File: config.mk
export PLATFORM = sky130hd
export DESIGN_NAME = ring_message_buffer_allocator
export DESIGN_NICKNAME = d
export VERILOG_FILES = /design/src/hw/rtl/rmba_pkg.sv /design/src/hw/rtl/rmba_ram.sv /design/src/hw/rtl/rmba_ctrl.sv /design/src/hw/rtl/rmba_dp.sv /design/src/hw/rtl/ring_message_buffer_allocator.sv
export SDC_FILE = /design/constraint.sdc
export NUM_CORES = 1
export LEC_CHECK = 0
export BUFFER_PORTS_ARGS = -buffer_cell sky130_fd_sc_hd__buf_2
export CAP_MARGIN = 20
export CORE_MARGIN = 2
export CORE_UTILIZATION = 45
export DETAILED_ROUTE_END_ITERATION = 8
export SETUP_SLACK_MARGIN = 0.05
export SLEW_MARGIN = 20
export SYNTH_ARGS = -nofsm -noshare
export SYNTH_HDL_FRONTEND = slang
export SYNTH_SLANG_ARGS = --single-unit
File: constraint.sdc
create_clock -name clk -period 16.09 [get_ports clk]
set_input_delay 0.8045 -clock clk [delete_from_list [all_inputs] [get_ports clk]]
set_output_delay 0.8045 -clock clk [all_outputs]
set_load 0.005 [all_outputs]
File: src/hw/rtl/rmba_pkg.sv
// Shared types and constants for the ring message buffer allocator.
`default_nettype none

package rmba_pkg;

	localparam int SLOT_COUNT_DEF = 64;
	localparam int POOL_BYTES_DEF = 16384;

	localparam int LEN_W    = 14;
	localparam int OFFSET_W = 14;
	localparam int COUNT_W  = 16;
	localparam int OP_W     = 2;
	localparam int STATUS_W = 2;

	typedef enum logic [OP_W-1:0] {
		OP_REQUEST = 2'd0,
		OP_GET     = 2'd1,
		OP_FREE    = 2'd2,
		OP_NOP     = 2'd3
	} op_t;

	typedef enum logic [STATUS_W-1:0] {
		ST_OK       = 2'd0,
		ST_NO_SLOT  = 2'd1,
		ST_NO_SPACE = 2'd2,
		ST_EMPTY    = 2'd3
	} status_t;

	typedef struct packed {
		logic capture;
		logic commit;
	} cmd_t;

endpackage

`default_nettype wire

File: src/hw/rtl/rmba_ram.sv
// Generic single-write, single-read RAM with registered read data.
`default_nettype none

module rmba_ram #(
	parameter int WIDTH = 14,
	parameter int DEPTH = 64
) (
	input  wire logic                                     clk,
	input  wire logic                                     we,
	input  wire logic [((DEPTH > 1) ? $clog2(DEPTH) : 1)-1:0] waddr,
	input  wire logic [WIDTH-1:0]                         wdata,
	input  wire logic                                     re,
	input  wire logic [((DEPTH > 1) ? $clog2(DEPTH) : 1)-1:0] raddr,
	output logic      [WIDTH-1:0]                         rdata
);

	logic [WIDTH-1:0] mem_q [DEPTH];
	logic [WIDTH-1:0] rdata_q;

	always_ff @(posedge clk) begin
		if (we) begin
			mem_q[waddr] <= wdata;
		end
		if (re) begin
			rdata_q <= mem_q[raddr];
		end
	end

	assign rdata = rdata_q;

endmodule

`default_nettype wire

File: src/hw/rtl/rmba_ctrl.sv
// Controller state machine: input capture, execution and output handshake.
`default_nettype none

module rmba_ctrl (
	input  wire logic          clk,
	input  wire logic          arst_n,
	input  wire logic          in_valid,
	output logic               in_ready,
	output logic               out_valid,
	input  wire logic          out_ready,
	output rmba_pkg::cmd_t     cmd
);

	import rmba_pkg::*;

	typedef enum logic {
		S_IDLE,
		S_EXEC
	} state_t;

	state_t state_q;
	logic   in_ready_q;
	logic   out_valid_q;

	always_comb begin
		cmd.capture = in_valid && in_ready_q;
		cmd.commit  = (state_q == S_EXEC) && (!out_valid_q || out_ready);
	end

	always_ff @(posedge clk or negedge arst_n) begin
		if (!arst_n) begin
			state_q     <= S_IDLE;
			in_ready_q  <= 1'b1;
			out_valid_q <= 1'b0;
		end else begin
			unique case (state_q)
				S_IDLE: begin
					if (out_valid_q && out_ready) begin
						out_valid_q <= 1'b0;
					end
					if (cmd.capture) begin
						state_q    <= S_EXEC;
						in_ready_q <= 1'b0;
					end
				end
				S_EXEC: begin
					if (cmd.commit) begin
						state_q     <= S_IDLE;
						in_ready_q  <= 1'b1;
						out_valid_q <= 1'b1;
					end
				end
				default: begin
					state_q    <= S_IDLE;
					in_ready_q <= 1'b1;
				end
			endcase
		end
	end

	assign in_ready  = in_ready_q;
	assign out_valid = out_valid_q;

	a_capture_exec: assert property (@(posedge clk) disable iff (!arst_n)
		cmd.capture |=> (state_q == S_EXEC) && !in_ready_q)
		else $error("capture did not enter execution");

	a_commit_out: assert property (@(posedge clk) disable iff (!arst_n)
		cmd.commit |=> out_valid_q && in_ready_q && (state_q == S_IDLE))
		else $error("commit did not present a result");

	a_ready_idle: assert property (@(posedge clk) disable iff (!arst_n)
		in_ready_q |-> (state_q == S_IDLE))
		else $error("ready outside idle");

endmodule

`default_nettype wire

File: src/hw/rtl/rmba_dp.sv
// Datapath: ring indices, free offset, slot table, counters and result.
`default_nettype none

module rmba_dp #(
	parameter int SLOT_COUNT = rmba_pkg::SLOT_COUNT_DEF,
	parameter int POOL_BYTES = rmba_pkg::POOL_BYTES_DEF
) (
	input  wire logic                            clk,
	input  wire logic                            arst_n,
	input  wire rmba_pkg::cmd_t                  cmd,
	input  wire logic [rmba_pkg::OP_W-1:0]       op_in,
	input  wire logic [rmba_pkg::LEN_W-1:0]      len_in,
	output logic      [rmba_pkg::STATUS_W-1:0]   res_status,
	output logic      [rmba_pkg::OFFSET_W-1:0]   res_offset,
	output logic      [rmba_pkg::COUNT_W-1:0]    res_grants,
	output logic      [rmba_pkg::COUNT_W-1:0]    res_reads
);

	import rmba_pkg::*;

	localparam int IW = (SLOT_COUNT > 1) ? $clog2(SLOT_COUNT) : 1;
	localparam int OW = (POOL_BYTES > 1) ? $clog2(POOL_BYTES) : 1;
	localparam int CW = ((OW > LEN_W) ? OW : LEN_W) + 1;
	localparam logic [IW-1:0] LAST_IDX = IW'(SLOT_COUNT - 1);
	localparam logic [CW-1:0] POOL_C   = CW'(POOL_BYTES);

	op_t               op_q;
	logic [LEN_W-1:0]  len_q;
	logic [IW-1:0]     head_q;
	logic [IW-1:0]     tail_q;
	logic [OW-1:0]     head_off_q;
	logic [COUNT_W-1:0] grant_q;
	logic [COUNT_W-1:0] read_q;
	status_t           status_q;
	logic [OFFSET_W-1:0] offset_q;

	logic [OW-1:0]     rd_data;
	logic [IW-1:0]     nxt_head;
	logic [IW-1:0]     nxt_tail;
	logic              empty;
	logic              full;
	logic [CW-1:0]     h_c;
	logic [CW-1:0]     t_c;
	logic [CW-1:0]     len_c;
	logic [CW-1:0]     gnt_off;
	logic              grant;
	logic              do_read;
	logic              do_free;
	status_t           st;
	logic [CW-1:0]     off;

	rmba_ram #(
		.WIDTH(OW),
		.DEPTH(SLOT_COUNT)
	) u_slots (
		.clk  (clk),
		.we   (cmd.commit && grant),
		.waddr(head_q),
		.wdata(OW'(gnt_off)),
		.re   (cmd.capture),
		.raddr(tail_q),
		.rdata(rd_data)
	);

	always_comb begin
		nxt_head = (head_q == LAST_IDX) ? '0 : head_q + 1'b1;
		nxt_tail = (tail_q == LAST_IDX) ? '0 : tail_q + 1'b1;
		empty    = (head_q == tail_q);
		full     = (nxt_head == tail_q);
		h_c      = CW'(head_off_q);
		t_c      = empty ? CW'(head_off_q) : CW'(rd_data);
		len_c    = CW'(len_q);
		gnt_off  = h_c;
		grant    = 1'b0;
		do_read  = 1'b0;
		do_free  = 1'b0;
		st       = ST_OK;
		off      = '0;
		unique case (op_q)
			OP_REQUEST: begin
				if (full) begin
					st = ST_NO_SLOT;
				end else begin
					if (h_c < t_c) begin
						grant = (t_c - h_c) > len_c;
					end else if ((POOL_C - h_c) > len_c) begin
						grant = 1'b1;
					end else if (t_c > len_c) begin
						grant   = 1'b1;
						gnt_off = '0;
					end
					if (grant) begin
						off = gnt_off;
					end else begin
						st = ST_NO_SPACE;
					end
				end
			end
			OP_GET: begin
				if (empty) begin
					st = ST_EMPTY;
				end else begin
					do_read = 1'b1;
					off     = t_c;
				end
			end
			OP_FREE: begin
				if (empty) begin
					st = ST_EMPTY;
				end else begin
					do_free = 1'b1;
					off     = t_c;
				end
			end
			OP_NOP: begin
				st = ST_OK;
			end
			default: begin
				st = ST_OK;
			end
		endcase
	end

	always_ff @(posedge clk) begin
		if (cmd.capture) begin
			op_q  <= op_t'(op_in);
			len_q <= len_in;
		end
		if (cmd.commit) begin
			status_q <= st;
			offset_q <= off[OFFSET_W-1:0];
		end
	end

	always_ff @(posedge clk or negedge arst_n) begin
		if (!arst_n) begin
			head_q     <= '0;
			tail_q     <= '0;
			head_off_q <= '0;
			grant_q    <= '0;
			read_q     <= '0;
		end else if (cmd.commit) begin
			if (grant) begin
				head_q     <= nxt_head;
				head_off_q <= OW'(gnt_off + len_c);
				grant_q    <= grant_q + 1'b1;
			end
			if (do_read) begin
				read_q <= read_q + 1'b1;
			end
			if (do_free) begin
				tail_q <= nxt_tail;
			end
		end
	end

	assign res_status = status_q;
	assign res_offset = offset_q;
	assign res_grants = grant_q;
	assign res_reads  = read_q;

	a_hold_state: assert property (@(posedge clk) disable iff (!arst_n)
		!cmd.commit |=> $stable(grant_q) && $stable(read_q) && $stable(head_q)
			&& $stable(tail_q) && $stable(head_off_q))
		else $error("ring state moved without a commit");

	a_free_offset: assert property (@(posedge clk) disable iff (!arst_n)
		CW'(head_off_q) < POOL_C)
		else $error("free offset beyond pool");

	a_free_tail: assert property (@(posedge clk) disable iff (!arst_n)
		cmd.commit && (op_q == OP_FREE) && !empty |=> tail_q == $past(nxt_tail))
		else $error("free did not advance tail");

endmodule

`default_nettype wire

File: src/hw/rtl/ring_message_buffer_allocator.sv
// Top level of the ring message buffer allocator.
//
// Input stream: s_tuser carries the operation (request, get, free, no-op),
// s_tdata the requested length. Output stream: one result transaction per
// input transaction, status on m_tuser, offset and both wrapping counters
// on m_tdata.
// Each transaction is handled in turn: it is captured and the oldest slot
// offset is read from the slot table, then the block decides, updates the
// ring and loads the result register. A new transaction is not taken until
// the current one has loaded its result.
// s_tready rises again as soon as a result is loaded, so the next
// transaction is captured while the previous result waits; if m_tready
// stays low the block holds in execution until the result register frees.
// Reset clears the ring indices, the free offset and both counters; the
// slot table needs no clearing, since only entries written by a grant are
// ever read.
`default_nettype none

module ring_message_buffer_allocator #(
	parameter int SLOT_COUNT = rmba_pkg::SLOT_COUNT_DEF,
	parameter int POOL_BYTES = rmba_pkg::POOL_BYTES_DEF
) (
	input  wire logic        clk,
	input  wire logic        arst_n,
	input  wire logic        s_tvalid,
	output logic             s_tready,
	input  wire logic [15:0] s_tdata,  // [13:0] length, [15:14] zero
	input  wire logic [1:0]  s_tuser,  // [1:0] operation
	output logic             m_tvalid,
	input  wire logic        m_tready,
	output logic      [47:0] m_tdata,  // [13:0] offset, [29:14] grant_count,
	                                   // [45:30] read_count, [47:46] zero
	output logic      [1:0]  m_tuser   // [1:0] status
);

	import rmba_pkg::*;

	cmd_t                 cmd;
	logic [STATUS_W-1:0]  res_status;
	logic [OFFSET_W-1:0]  res_offset;
	logic [COUNT_W-1:0]   res_grants;
	logic [COUNT_W-1:0]   res_reads;

	rmba_ctrl u_ctrl (
		.clk      (clk),
		.arst_n   (arst_n),
		.in_valid (s_tvalid),
		.in_ready (s_tready),
		.out_valid(m_tvalid),
		.out_ready(m_tready),
		.cmd      (cmd)
	);

	rmba_dp #(
		.SLOT_COUNT(SLOT_COUNT),
		.POOL_BYTES(POOL_BYTES)
	) u_dp (
		.clk       (clk),
		.arst_n    (arst_n),
		.cmd       (cmd),
		.op_in     (s_tuser),
		.len_in    (s_tdata[LEN_W-1:0]),
		.res_status(res_status),
		.res_offset(res_offset),
		.res_grants(res_grants),
		.res_reads (res_reads)
	);

	assign m_tdata = {2'b00, res_reads, res_grants, res_offset};
	assign m_tuser = res_status;

endmodule

`default_nettype wire

# Word-level counts from Yosys, hierarchy flattened
# Memory sizes are Yosys's and may differ from the RTL's. A register that Yosys moved wholly into a read port is not among the register bits.
# Cells that the tools add are included.
[word_totals]
ramBits = 896
memories = 1
wordCells = 84
output_inout_bits = 52
in_bits = 22
register_bits = 93
[mem_list]
columns = ["memory", "depth", "width", "rd", "rd_ports_with_merged_regs", "write_ports", "line", "text"]
rows = [
  ["u_dp.u_slots.mem_q", 64, 14, 1, 1, 1, "rmba_ram.sv:17", "logic [WIDTH-1:0] mem_q [DEPTH];"],
]
[op_classes]
n_lt_le_gt_ge = 4
reduce_logical = 13
eq_ne = 10
bitwise_logic = 1
add_sub_neg = 7
mux = 36
[op_table]
columns = ["operator", "n"]
rows = [
  ["$mux W14", 9],
  ["$gt A15 B14 Y1", 3],
  ["$add A16 B1 Y16 const B", 2],
  ["$pmux W14 S2", 1],
  ["$mux W1", 17],
  ["$lt A14 B15 Y1", 1],
  ["$sub A15 B14 Y15", 1],
  ["$sub A15 B14 Y15 const A", 1],
  ["$add A14 B14 Y14", 1],
  ["$add A6 B1 Y6 const B", 2],
  ["$eq A6 B6 Y1", 2],
  ["$eq A6 B6 Y1 const B", 2],
  ["$mux W6", 2],
  ["$reduce_and A2 Y1", 5],
  ["$mux W2", 3],
  ["$ne A2 B1 Y1 const B", 3],
  ["$pmux W1 S2", 3],
  ["$pmux W2 S3", 1],
  ["$eq A2 B2 Y1 const B", 2],
  ["$logic_and A1 B1 Y1", 4],
  ["$eq A2 B1 Y1 const B", 1],
  ["$logic_not A2 Y1", 1],
  ["$reduce_or A2 Y1", 1],
  ["$logic_not A1 Y1", 1],
  ["2 further kinds", 2],
]

# Longest topological paths before layout
[depth]
word_depth = 13
mapped_depth = 28
depth_no_buf = 23

# Modules after synthesis
# Synthesis repeated with hierarchy kept, for this count alone.
[hier_totals]
hier_cells = 2303
hier_area_um2 = 41863.9
[by_module_without_submodules]
columns = ["mod", "seq_area_each_um2", "area_per_inst_um2", "cells_each", "n_inst"]
rows = [
  ["rmba_ram", 27326.2, 35018.6, 1571, 1],
  ["rmba_dp", 2412.3, 6688.9, 718, 1],
  ["rmba_ctrl", 76.3, 137.6, 11, 1],
  ["ring_message_buffer_allocator", 0.0, 18.8, 3, 1],
]

# Worst setup path before layout
# Ideal clock, no wire load.
[synth_path]
kind = "flip-flop to flip-flop"
start = "reg u_dp.tail_q[0]"
end = "reg u_dp.head_off_q[13]"
path_buffers = 4
t_arrival_ns = 6.803
path_slack_ns = 9.197
setup_ns = 0.090
path_stages_with_launch = 26
t_required_ns = 16.000
cell_sequence = "dfrtp_1 clkbuf_1 clkbuf_1 xor2_1 nor2_1 nand4_1 clkbuf_1 nor2_1 a21o_1 ha_1 nor2b_1 o31a_1 o211ai_1 a21oi_1 nor3_1 clkbuf_1 a31oi_1 ha_1 a21oi_1 o22ai_1 o211ai_1 o2111ai_1 a21oi_1 xnor2_1 nand4b_1 o221ai_1"
[synth_via]
word_cells_on_any_way = 21
cone_classes = "2 x add/sub; 3 x order compare; 2 x eq/ne; 13 x mux; 1 x reduce/logical"
[synth_lines]
columns = ["item", "line", "text"]
rows = [
  ["from (decl)", "rmba_dp.sv:30", "logic [IW-1:0] tail_q;"],
  ["from (signal assigned)", "rmba_dp.sv:152", "tail_q <= nxt_tail;"],
  ["$eq A6 B6 Y1", "rmba_dp.sv:68", "empty = (head_q == tail_q);"],
  ["$mux W14", "rmba_dp.sv:71", "t_c = empty ? CW'(head_off_q) : CW'(rd_data);"],
  ["$gt A15 B14 Y1", "rmba_dp.sv:88", "end else if (t_c > len_c) begin"],
  ["$mux W14", "rmba_dp.sv:88", ""],
  ["$mux W14", "rmba_dp.sv:86", "end else if ((POOL_C - h_c) > len_c) begin"],
  ["$mux W14", "rmba_dp.sv:84", "if (h_c < t_c) begin"],
  ["$mux W14 *", "rmba_dp.sv:81", "if (full) begin"],
  ["$mux W14 *", "rmba_dp.sv:79", "unique case (op_q)"],
  ["net u_dp.gnt_off[1]", "rmba_dp.sv:45", "logic [CW-1:0] gnt_off;"],
  ["$add A14 B14 Y14 *", "rmba_dp.sv:145", "head_off_q <= OW'(gnt_off + len_c);"],
  ["to (signal assigned)", "rmba_dp.sv:145", ""],
  ["to (decl)", "rmba_dp.sv:31", "logic [OW-1:0] head_off_q;"],
]
# Mark *: on every way through the listed nets, which the timed path passes. The rest lies on a longest branch. The select of a mux whose other input is x is not followed.
# A chain may end at the register's enable or synchronous reset.

# Worst setup path after layout
[layout_path]
start = "reg u_dp.tail_q[3]"
end = "mem u_dp.u_slots.mem_q[37][3], enable pin"
[layout_via]
elab_chain_len = 13
word_cells_on_any_way = 17
cone_classes = "1 x add/sub; 3 x order compare; 2 x eq/ne; 10 x mux; 1 x reduce/logical"
[layout_lines]
columns = ["item", "line", "text"]
rows = [
  ["parallel branches: the longest is 8 deep, another holds $sub A15 B14 Y15", "n/a", ""],
  ["$mux W1 *", "rmba_dp.sv:81", ""],
  ["$mux W1 *", "rmba_dp.sv:79", ""],
  ["$logic_and A1 B1 Y1 *", "rmba_dp.sv:57", ".we (cmd.commit && grant),"],
  ["$mux W1 *", "rmba_ram.sv:21", "if (we) begin"],
  ["$mux W1 (not written as such) *", "rmba_ram.sv:22", "mem_q[waddr] <= wdata;"],
  ["to (decl)", "rmba_ram.sv:17", ""],
]
# Every way passes the cells marked *. The select of a mux whose other input is x is not followed.

==> key figures <==
Run status
  – Outcome: complete, no violations

Setup path
  – Crit path max-delay family: compound AO/OA/AOI/OAI gates
  – Worst EP arrival: 9120 ps
  – Slowest CP cell: nor2_2
  – Worst stage delay on the critical path: 1080 ps
  – Worst Path Buf+Inv: 4
  – Critical Path RT: 16390 ps
  – Startpoint Class: flop
  – Crit end category: flop
  – CP max FO: 48
  – Setup CP Type: reg2reg

Yosys
  – Post-synth EDFFs: 942
  – Top FF cell, synth: edfxtp_1
  – Synth cell types: 66
  – Synth Register Bits: 1003
  – Cells after synthesis: 2127
  – Area contributors post-synth: edfxtp_1 68%, mux4_2 16%, dfrtp_1 3.6%
  – Synth Warn #: 0
  – Post-synthesis sequential area ratio: 71.6%
  – Post-synthesis cell area: 41700 µm²
  – Syn Area/Cell: 19.6 µm²
  – Area leader, netlist: edfxtp_1
  – Async SR Flop Fraction: 6.08%
  – Top cell type's share of synthesized area: 67.9%

Floorplanning
  – Die Ht: 308 µm
  – Core ar.: 91700 µm²
  – Num ports: 74
  – Die area: 95000 µm²
  – Starting density of the core: 45.4%
  – FP Rows: 111
  – Chip width: 308 µm

Clock tree
  – CTS tree: built
  – Post-CTS setup buffer count: 0
  – Clock-pin slew on the worst setup and hold paths: 70 ps
  – CTS sink count: 1003
  – # resized after CTS: 0
  – Clock Latency Late Sink: 700 ps
  – CTS Buf Count: 103
  – Cts hold-fix bufs: 0
  – Clock root buffer: clkbuf_16
  – H-tree depth: 3
  – Clk buf depth: 3

Cells and area
  – Commonest non-fill, non-tap cell in the layout: edfxtp_1
  – Most frequent cells in the layout: 942 x edfxtp_1, 294 x mux4_2, 104 x clkbuf_16
  – Post-layout util: 52.2%
  – Final net count: 2374
  – Area grow syn2layout: 14.8%
  – Layout cells sized above 1: 29.9%
  – Number of diodes: 0

Routing
  – DR vias/cell: 5.96
  – Via count: 21.1k
  – DRT Pass-1 Iters: 7
  – Routed Antenna Nets: 0
  – # DRC: 0
  – Wire per inst: 27.5 µm
  – Routed wire length: 97.4 mm
  – Drt first-iter violations: 2019

Global route
  – Initial antenna violation count: 0
  – Number of global-route vias before repair: 21.7k
  – Pin count of the biggest net entering global routing: 129
  – GRT Util Overall: 20.9%
  – Overflow after GRT: 0
  – First-pass GRT wire length: 145 mm

Timing
  – Final period utilization: 54.8%
  – Min cycle time layout: 8820 ps
  – Unrepaired setup endpoints after global routing: no
  – # setup viols final: 0
  – Final Skew: 62.2 ps
  – Fin. Hold Viols: 0
  – Final slew viol count: 0
  – Rel. slew slack: 30.0%
  – FMAX: 113 MHz
  – Setup TNS: 0 ps
  – Worst Tran Pin Value: 1050 ps

Power
  – Switching pwr: 1.02 mW
  – Switching Share: 19.3%
  – Clock Power Share: 46.6%
  – Peak supply drop: 0.0841 mV
  – Combinational share of power: 0.1%
  – Flop pwr share: 53.2%
  – Internal power: 4.26 mW
  – Cell area power density: 110 nW/µm²
  – Pleak: 12.9 nW

Placed design
  – Port Buf Inserts: 69
  – GPL Wtd Cong: 0.914
  – HPWL after detailed placement: 59.3 mm

Run
  – MaxCap Viol Count: 0

Min path
  – HP Class: in2reg
==> registers in the layout, summed over array words and instances (netlist names) <==
| signal | flops |
|---|---|
| u_dp.res_status | 2 |
| u_dp.u_slots.rdata | 14 |
| u_ctrl.out_valid | 1 |
| u_dp.head_q | 6 |
| u_ctrl.state_q | 1 |
| u_dp.u_slots.mem_q | 896 |
| u_dp.res_grants | 16 |
| u_dp.res_offset | 14 |
| u_dp.len_q | 14 |
| u_dp.op_q | 2 |
| u_dp.tail_q | 6 |
| u_dp.head_off_q | 14 |
| u_ctrl.in_ready | 1 |
| u_dp.res_reads | 16 |
==> kinds of logic after synthesis <==
family                     synth area share, %
AOI/OAI and AO/OA                         2.74
xor gates and xnor gates                  1.51
adders and majority gates                 2.47
buffers and inverters                     1.63
DFF                                       71.6
muxes                                     16.0
other                                  0.00900
and+or+nand+nor                           4.01
==> routing by layer <==
layer	vias to the layer above	global-route usage, %	wire length (µm)
met4	0	5.84	2300
met1	11193	29.9	42100
met5	-	0	0
li1	9097	-	-
met2	702	33.8	47500
met3	146	2.98	5460
==> power by group through the flow <==
| stage | clock network [mW] | logic (mW) | registers (mW) |
|---|---|---|---|
| 3_3_place_gp | 0 | 0.00626 | 2.87 |
| 5_1_grt | 2.61 | 0.00711 | 2.81 |
| 4_1_cts | 2.52 | 0.00658 | 2.81 |
| 6_report | 2.46 | 0.00618 | 2.81 |
| 3_5_place_dp | 0 | 0.00657 | 2.87 |
| 2_1_floorplan | 0 | 0.000550 | 2.87 |
==> path summary, 6_finish.rpt <==
kind,from,to,slack (ps),cells past startpoint
worst max register to register,u_dp.tail_q[3],u_dp.u_slots.mem_q[37][3],7270,25
max in group asynchronous,arst_n,u_dp.tail_q[0],15110,2
worst max-delay path,u_dp.tail_q[3],u_dp.u_slots.mem_q[37][3],7270,25
worst min register to register,u_dp.res_reads[15],u_dp.res_reads[15],470,1
worst min-delay path,s_tdata[3],u_dp.len_q[3],330,1
min in group asynchronous,arst_n,u_dp.head_q[2],340,2
==> cell usage after synthesis (30+ instances only) <==
library cell  instances
a21oi_1              39
nand2_1              55
edfxtp_1            942
o21ai_0              50
nor2_1               60
dfrtp_1              60
nor4_1               55
inv_1                55
xnor2_1              59
ha_1                 79
buf_1                38
nand4_1              30
clkbuf_1             66
mux4_2              294
nand3_1              41
==> area by class of cell <==
type,count,area (µm²)
clock buffers,126,2720
clock inverters,67,807
fillers,7176,43800
inverters,55,208
multi-input cells,952,11800
flip-flops and latches,1003,29800
well taps,1186,1480
repair buffers,156,1010
==> metrics by stage <==
step / cell area (µm²) / hold WS [ps] / power [mW] / setup WS, ps / instances
6_report: 47800 / 335 / 5.28 / 7270 / 3545
5_1_grt: 47800 / 301 / 5.43 / 6760 / 3545
4_1_cts: 47800 / 290 / 5.33 / 7360 / 3545
3_5_place_dp: 44300 / 471 / 2.87 / 7370 / 3352
3_3_place_gp: 44300 / 458 / 2.87 / 7450 / 3352
2_1_floorplan: 41700 / 463 / 2.87 / 9200 / 2128
No activity file was read; power rests on OpenSTA's default activity.
